File: src/sv/drs_pkg.sv
package drs_pkg;

  localparam int QueueDepth = 16;
  localparam int SlotW      = $clog2(QueueDepth);
  localparam int CountW     = $clog2(QueueDepth + 1);
  localparam int ReqW       = 16 + 32 + 16 + 32 + 16;

  localparam logic [1:0] PolFcfs = 2'd0;
  localparam logic [1:0] PolSstf = 2'd1;
  localparam logic [1:0] PolLook = 2'd2;

  localparam logic FuncArrive   = 1'b0;
  localparam logic FuncComplete = 1'b1;

  // scan pass class
  typedef enum logic [1:0] {
    SEL_EXACT = 2'd0,
    SEL_DIR   = 2'd1,
    SEL_ALL   = 2'd2
  } sel_e;

  typedef struct packed {
    logic [15:0] id;
    logic [31:0] arrival;
    logic [15:0] cylinder;
    logic [31:0] address;
    logic [15:0] process;
  } req_t;

  // controller to datapath
  typedef struct packed {
    logic             load_in;
    logic             do_arrive;
    logic             scan_clear;
    logic             scan_step;
    logic [SlotW-1:0] scan_idx;
    sel_e             sel;
    logic             take_best;
    logic             shift_step;
    logic [SlotW-1:0] shift_idx;
    logic             done_shift;
  } dp_cmd_t;

  // datapath to controller
  typedef struct packed {
    logic              func;
    logic              found;
    logic [SlotW-1:0]  best_idx;
    logic [CountW-1:0] count;
    logic [1:0]        policy;
  } dp_sts_t;

endpackage

File: src/sv/drs_datapath.sv
module drs_datapath
  import drs_pkg::*;
(
  input  logic              clk_i,
  input  logic              rst_ni,
  input  logic              cfg_valid_i,
  input  logic [1:0]        cfg_data_i,
  input  logic [135:0]      in_data_i,
  input  dp_cmd_t           cmd_i,
  output dp_sts_t           sts_o,
  output req_t              svc_o,
  output logic [CountW-1:0] count_o,
  output logic              dropped_o
);

  // queue storage, one flop row per slot
  req_t              mem_q [QueueDepth];
  logic [CountW-1:0] count_q;
  req_t              serv_q;
  logic              drop_q;
  logic [1:0]        pol_q;

  // latched input beat
  logic        func_q;
  req_t        new_q;
  logic [15:0] head_q;
  logic        up_q;

  // best candidate so far
  logic             found_q;
  logic [SlotW-1:0] best_q;
  logic [15:0]      bd_q;
  logic [31:0]      ba_q;

  // current scan candidate
  req_t        cand;
  logic [15:0] seek_dist;
  logic        match;
  logic        better;
  logic        full;

  assign cand = mem_q[cmd_i.scan_idx];
  assign full = (count_q == CountW'(QueueDepth));

  always_comb begin
    seek_dist = (cand.cylinder > head_q) ? cand.cylinder - head_q
                                         : head_q - cand.cylinder;
    if (pol_q == PolFcfs || pol_q == 2'd3) begin
      seek_dist = '0;
    end
    case (cmd_i.sel)
      SEL_EXACT: match = (cand.cylinder == head_q);
      SEL_DIR:   match = up_q ? (cand.cylinder > head_q) : (cand.cylinder < head_q);
      default:   match = 1'b1;
    endcase
    better = !found_q || (seek_dist < bd_q) ||
             ((seek_dist == bd_q) && (cand.arrival < ba_q));
  end

  // control registers
  always_ff @(posedge clk_i or negedge rst_ni) begin
    if (!rst_ni) begin
      count_q <= '0;
      serv_q  <= '0;
      drop_q  <= 1'b0;
      pol_q   <= PolFcfs;
      found_q <= 1'b0;
      func_q  <= FuncArrive;
    end else begin
      if (cfg_valid_i) begin
        pol_q <= cfg_data_i;
      end
      if (cmd_i.load_in) begin
        func_q <= in_data_i[0];
        drop_q <= 1'b0;
      end
      if (cmd_i.do_arrive) begin
        if (serv_q.id == '0) begin
          serv_q <= new_q;
        end else if (!full) begin
          count_q <= count_q + 1'b1;
        end else begin
          drop_q <= 1'b1;
        end
      end
      if (cmd_i.scan_clear) begin
        found_q <= 1'b0;
      end else if (cmd_i.scan_step && match && better) begin
        found_q <= 1'b1;
      end
      if (cmd_i.take_best) begin
        serv_q <= found_q ? mem_q[best_q] : '0;
      end
      if (cmd_i.done_shift) begin
        count_q <= count_q - 1'b1;
      end
    end
  end

  // payload registers
  always_ff @(posedge clk_i) begin
    if (cmd_i.load_in) begin
      new_q.id       <= in_data_i[16:1];
      new_q.arrival  <= in_data_i[48:17];
      new_q.cylinder <= in_data_i[64:49];
      new_q.address  <= in_data_i[96:65];
      new_q.process  <= in_data_i[112:97];
      head_q         <= in_data_i[128:113];
      up_q           <= in_data_i[129];
    end
    if (cmd_i.do_arrive && serv_q.id != '0 && !full) begin
      mem_q[count_q[SlotW-1:0]] <= new_q;
    end
    if (cmd_i.scan_step && match && better) begin
      best_q <= cmd_i.scan_idx;
      bd_q   <= seek_dist;
      ba_q   <= cand.arrival;
    end
    if (cmd_i.shift_step) begin
      mem_q[cmd_i.shift_idx] <= mem_q[cmd_i.shift_idx + 1'b1];
    end
  end

  assign sts_o.func     = func_q;
  assign sts_o.found    = found_q;
  assign sts_o.best_idx = best_q;
  assign sts_o.count    = count_q;
  assign sts_o.policy   = pol_q;
  assign svc_o          = serv_q;
  assign count_o        = count_q;
  assign dropped_o      = drop_q;

endmodule

File: src/sv/drs_ctrl.sv
module drs_ctrl
  import drs_pkg::*;
(
  input  logic    clk_i,
  input  logic    rst_ni,
  input  logic    in_valid_i,
  output logic    in_ready_o,
  output logic    out_valid_o,
  input  logic    out_ready_i,
  input  dp_sts_t sts_i,
  output dp_cmd_t cmd_o
);

  typedef enum logic [5:0] {
    ST_IDLE   = 6'b000001,
    ST_DECODE = 6'b000010,
    ST_SCAN   = 6'b000100,
    ST_NEXT   = 6'b001000,
    ST_SHIFT  = 6'b010000,
    ST_OUT    = 6'b100000
  } state_e;

  state_e            state_q, state_d;
  logic [CountW-1:0] idx_q, idx_d;
  sel_e              sel_q, sel_d;

  always_ff @(posedge clk_i or negedge rst_ni) begin
    if (!rst_ni) begin
      state_q <= ST_IDLE;
      idx_q   <= '0;
      sel_q   <= SEL_ALL;
    end else begin
      state_q <= state_d;
      idx_q   <= idx_d;
      sel_q   <= sel_d;
    end
  end

  // sequencer
  always_comb begin
    state_d     = state_q;
    idx_d       = idx_q;
    sel_d       = sel_q;
    cmd_o       = '0;
    cmd_o.sel   = sel_q;
    cmd_o.scan_idx  = idx_q[SlotW-1:0];
    cmd_o.shift_idx = idx_q[SlotW-1:0];
    in_ready_o  = 1'b0;
    out_valid_o = 1'b0;
    case (state_q)
      ST_IDLE: begin
        in_ready_o = 1'b1;
        if (in_valid_i) begin
          cmd_o.load_in = 1'b1;
          state_d = ST_DECODE;
        end
      end
      ST_DECODE: begin
        if (sts_i.func == FuncArrive) begin
          cmd_o.do_arrive = 1'b1;
          state_d = ST_OUT;
        end else begin
          cmd_o.scan_clear = 1'b1;
          idx_d = '0;
          sel_d = (sts_i.policy == PolLook) ? SEL_EXACT : SEL_ALL;
          state_d = ST_SCAN;
        end
      end
      ST_SCAN: begin
        if (idx_q < sts_i.count) begin
          cmd_o.scan_step = 1'b1;
          idx_d = idx_q + 1'b1;
        end else begin
          state_d = ST_NEXT;
        end
      end
      ST_NEXT: begin
        if (!sts_i.found && sel_q != SEL_ALL) begin
          sel_d = (sel_q == SEL_EXACT) ? SEL_DIR : SEL_ALL;
          idx_d = '0;
          state_d = ST_SCAN;
        end else begin
          cmd_o.take_best = 1'b1;
          idx_d = {1'b0, sts_i.best_idx};
          state_d = sts_i.found ? ST_SHIFT : ST_OUT;
        end
      end
      ST_SHIFT: begin
        if (idx_q + 1'b1 < sts_i.count) begin
          cmd_o.shift_step = 1'b1;
          idx_d = idx_q + 1'b1;
        end else begin
          cmd_o.done_shift = 1'b1;
          state_d = ST_OUT;
        end
      end
      ST_OUT: begin
        out_valid_o = 1'b1;
        if (out_ready_i) begin
          state_d = ST_IDLE;
        end
      end
      default: state_d = ST_IDLE;
    endcase
  end

endmodule

File: src/sv/disk_request_scheduler_top.sv
// an arrival is handled without a scan; a completion is set by the one-slot-per-cycle
// queue scan plus one decision step per pass (up to three passes for look) and the
// one-slot-per-cycle compaction of the queue one item at a time; the next beat is
// taken after the result beat leaves
// reset clears the queue count, the request in service and the policy (fcfs)
module disk_request_scheduler_top
  import drs_pkg::*;
(
  input  logic         clk_i,
  input  logic         rst_ni,
  input  logic         cfg_valid_i,
  output logic         cfg_ready_o,
  input  logic [1:0]   cfg_data_i,      // policy
  input  logic         s_axis_tvalid,
  output logic         s_axis_tready,
  // func, new_id, new_arrival, new_cylinder, new_address, new_process,
  // head_cylinder, scan_up, zero fill
  input  logic [135:0] s_axis_tdata,
  output logic         m_axis_tvalid,
  input  logic         m_axis_tready,
  // svc_id, svc_arrival, svc_cylinder, svc_address, svc_process,
  // pending_count, dropped, zero fill
  output logic [119:0] m_axis_tdata
);

  dp_cmd_t           cmd;
  dp_sts_t           sts;
  req_t              svc;
  logic [CountW-1:0] cnt;
  logic              drop;

  assign cfg_ready_o = 1'b1;

  drs_ctrl u_ctrl (
    .clk_i       (clk_i),
    .rst_ni      (rst_ni),
    .in_valid_i  (s_axis_tvalid),
    .in_ready_o  (s_axis_tready),
    .out_valid_o (m_axis_tvalid),
    .out_ready_i (m_axis_tready),
    .sts_i       (sts),
    .cmd_o       (cmd)
  );

  drs_datapath u_dp (
    .clk_i       (clk_i),
    .rst_ni      (rst_ni),
    .cfg_valid_i (cfg_valid_i),
    .cfg_data_i  (cfg_data_i),
    .in_data_i   (s_axis_tdata),
    .cmd_i       (cmd),
    .sts_o       (sts),
    .svc_o       (svc),
    .count_o     (cnt),
    .dropped_o   (drop)
  );

  assign m_axis_tdata = {2'b00, drop, cnt, svc.process, svc.address, svc.cylinder,
                         svc.arrival, svc.id};

endmodule
File: config.mk
export PLATFORM = sky130hd
export DESIGN_NAME = disk_request_scheduler_top
export DESIGN_NICKNAME = d
export VERILOG_FILES = /design/src/sv/drs_pkg.sv /design/src/sv/drs_datapath.sv /design/src/sv/drs_ctrl.sv /design/src/sv/disk_request_scheduler_top.sv
export SDC_FILE = /design/constraint.sdc
export NUM_CORES = 2
export LEC_CHECK = 0
export BUFFER_PORTS_ARGS = -buffer_cell sky130_fd_sc_hd__buf_2
export CORE_MARGIN = 3
export CORE_UTILIZATION = 55
export CTS_CLUSTER_SIZE = 28
export DETAILED_ROUTE_END_ITERATION = 10
export PLACE_DENSITY = 0.71
export SYNTH_ARGS = -nofsm -noshare
export SYNTH_HDL_FRONTEND = slang
export SYNTH_HIERARCHICAL = 1
export SYNTH_SLANG_ARGS = --single-unit
File: constraint.sdc
create_clock -name clk_i -period 11.75 [get_ports clk_i]
set_input_delay 1.175 -clock clk_i [delete_from_list [all_inputs] [get_ports clk_i]]
set_output_delay 1.175 -clock clk_i [all_outputs]
set_load 0.02 [all_outputs]
==> impl_metrics.json <==
{
  "floorplan.rows": 171,
  "placed_cells": 12137,
  "cp_common_cell": "nand4_1",
  "cts-buffers-inserted": 223,
  "avgRoutedWirePerCell_microns": 31.2,
  "worst_clock_skew_ns": 0.0408,
  "dieArea_sq_um": 225000,
  "cp_slowest_cell": "dfrtp_4",
  "drc": 0,
  "fmax_mhz": 112,
  "drtAntennaViolNets": 0,
  "wl_microns": 392000,
  "cts_tree": "done",
  "cp-end-kind": "flop",
  "synthFlopType": "edfxtp_1",
  "status": "finished clean",
  "first_pass_iters": 7,
  "p_seq_share_pct": 44.1,
  "cpPeakStageDelay_ns": 0.99,
  "grt_pass1_vias": 87326,
  "switching_share_pct": 31.0,
  "cp_num_buf_inv": 3,
  "critical_path.cell_chain": "buf_12 -> mux4_2 -> mux4_2 -> ha_1 -> nand4_1 -> a2111oi_0 -> o21ai_1 -> a21oi_2 -> buf_4 -> mux2i_1 -> a221oi_1 -> a21oi_1 -> nor3_1 -> nor3b_2 -> ha_1 -> nand4_1 -> nor2_1 -> nand4_1 -> nor4_2 -> o311a_2 -> o21ai_4 -> inv_2",
  "syn_area_sq_um": 121000,
  "drive_gt1_share_pct": 22.3,
  "via_per_inst": 7.04,
  "p_sw_w": 0.00689,
  "place_congestion": 0.888,
  "grt_max_degree": 181,
  "synth_area_per_cell_sq_um": 12.1,
  "dieWidth_microns": 474,
  "die_y_microns": 474,
  "irDropWorstVdd_mv": 0.148,
  "finalHoldViolations": 0,
  "antenna_found_initial": 9,
  "finalCritPeriodShare_pct": 76.0,
  "rsz0062_at_grt": "no",
  "cts.clk_slew.worst_paths_ns": 0.06,
  "crit_path_max_fanout": 63,
  "cts.sinks": 2112,
  "first_iter_violations": 14568,
  "cpLargestDelayFamily": "compound AO/OA/AOI/OAI gates",
  "synth_enable_flop_cells": 1973,
  "yosysWarnings": 6,
  "hpwl_microns": 205000,
  "yosys-top-cells-area": "edfxtp_1 (49%), mux4_2 (23%), o21ai_0 (8.5%)",
  "clk_path_buf_depth": 3,
  "synth_commonest_cells": "nand2_1 (2,521), o21ai_0 (2,054), edfxtp_1 (1,973)",
  "gr-usage-all-layers_pct": 34.7,
  "syn_inst": 9927,
  "tightest_slew_ns": 1.43,
  "slew_viol_final": 0,
  "startpoint_type": "flop",
  "p_clk_share_pct": 32.5,
  "crit_required_ns": 12.24,
  "max_slew_margin_pct": 4.78,
  "ys_seq_elements": 2112,
  "initial_core_util_pct": 55.4,
  "min_period_ns": 8.93,
  "cts_resized": 0,
  "pwr-share-comb_pct": 23.4,
  "grt_overflow": 0,
  "vias": 88433,
  "yosysMostFrequentCell": "nand2_1",
  "setup_viol": 0,
  "hold_ws_ns": 0.285,
  "p_int_w": 0.0154,
  "synth.largest_area_cell": "edfxtp_1",
  "synth_cell_type_count": 71,
  "cp.arrival_ns": 9.43,
  "leakage_nw": 48.1,
  "clock_latency_ns": 0.90,
  "fin_ws_ns": 2.82,
  "hp-class": "in -> async",
  "worst-setup-path-type": "reg -> reg",
  "yosysTopAreaCellShare_pct": 49.1,
  "grt_pass1_wl_microns": 571000,
  "cap_violations": 0,
  "post_cts_buffers": 0,
  "ys_seq_area_share_pct": 52.0,
  "hold_buffers": 0,
  "p_per_area_nw_per_um2": 170,
  "cts_root_buf": "clkbuf_16",
  "final_area_sq_um": 131000,
  "areaGrowthSynthToFinish_pct": 8.66,
  "core_area_sq_um": 218000,
  "dpl_worst_slack_ns": 2.76,
  "tns_ns": 0,
  "io_pins": 266,
  "place_area_sq_um": 124000,
  "postSynth.asyncResetShare_pct": 6.39,
  "final_cells": 12562,
  "nNetsFinal": 9749,
  "htree_num_levels": 4,
  "port_buffers": 256
}
## path summary, 6_finish.rpt
check / startpoint / end / slack [ns] / cells after the start
worst min-delay path: rst_ni / u_dp/svc_o[57] / 0.28 / 1
worst max register to register: u_ctrl/idx_q[1] / u_dp/bd_q[7] / 2.82 / 22
min in group clk_i: s_axis_tdata[81] / u_dp/new_q[32] / 0.45 / 1
worst min register to register: u_dp/svc_o[65] / u_dp/svc_o[65] / 0.47 / 2
max in group asynchronous: rst_ni / u_dp/svc_o[104] / 10.01 / 2
worst max-delay path: u_ctrl/idx_q[1] / u_dp/bd_q[7] / 2.82 / 22
## kinds of logic after synthesis
kind of cell / Yosys count / synth area share (%)
other cells: 2 / 0.00623
mux: 1272 / 23.5
simple gates: 2882 / 9.54
xor+xnor: 23 / 0.167
fa+ha+maj: 98 / 1.04
compound gates: 2278 / 9.64
buf+inv: 1260 / 4.06
flops: 2112 / 52.0
## power by group through the flow
stage	sequential, W	combinational [W]	clock [W]
after floorplan	0.00961	0.00387	0
after global placement	0.00990	0.00493	0
after detailed placement	0.00993	0.00512	0
after CTS	0.00978	0.00515	0.00730
after global routing	0.00987	0.00576	0.00760
final	0.00981	0.00520	0.00724
## sequential cells by signal (all words and copies together) (netlist names), 4 cells and up, named ones only
register / cells
u_ctrl/idx_q: 5
u_ctrl/state_q: 6
u_dp/ba_q: 32
u_dp/bd_q: 16
u_dp/best_q: 4
u_dp/count_o: 5
u_dp/head_q: 16
u_dp/mem_q: 1792
u_dp/new_q: 112
u_dp/svc_o: 112
## layout by cell type, fill, tap and decap left out, types with 9 or more instances in the layout
| master | n |
|---|---|
| xnor2_1 | 10 |
| nand3_1 | 127 |
| ha_1 | 94 |
| mux2i_1 | 12 |
| clkbuf_1 | 41 |
| clkinvlp_4 | 16 |
| mux4_2 | 1248 |
| diode_2 | 10 |
| o211ai_1 | 9 |
| clkinv_2 | 28 |
| nand2_1 | 2505 |
| o21ai_1 | 20 |
| nor2b_1 | 118 |
| buf_12 | 23 |
| clkbuf_8 | 11 |
| dfrtp_1 | 129 |
| edfxtp_1 | 1973 |
| a21oi_1 | 148 |
| clkinv_1 | 48 |
| xor2_1 | 10 |
| nor2_1 | 43 |
| bufinv_16 | 24 |
| nor3_1 | 9 |
| a21o_1 | 22 |
| buf_2 | 255 |
| buf_4 | 229 |
| o21ai_0 | 2022 |
| clkbuf_16 | 226 |
| inv_1 | 106 |
| nand4_1 | 15 |
| o21ai_4 | 17 |
| nand2_4 | 16 |
## layer usage
layer / up-vias / GRT usage (%) / routed length [microns]
met5: - / 0 / 0
met2: 7406 / 53.2 / 178000
met1: 43149 / 45.2 / 129000
met3: 1462 / 9.64 / 59800
li1: 36416 / - / -
met4: 0 / 18.7 / 24300
## through the flow
step,power (W),utilization (%)
2_1_floorplan,0.0135,-
6_report,0.0223,60.2
3_5_place_dp,0.0150,56.8
4_1_cts,0.0222,60.2
3_3_place_gp,0.0148,56.8
5_1_grt,0.0232,60.2
## final cells by class
type                    instances  area (sq um)
clock buffers                 277          5950
repair buffers                508          3470
diodes                         10          25.0
fillers                     16495         86600
clock inverters               138          1500
flip-flops and latches       2112         62700
multi-input cells            6556         53400
inverters                     107           402
well taps                    2854          3570
No activity file was read; power rests on OpenSTA's default activity.
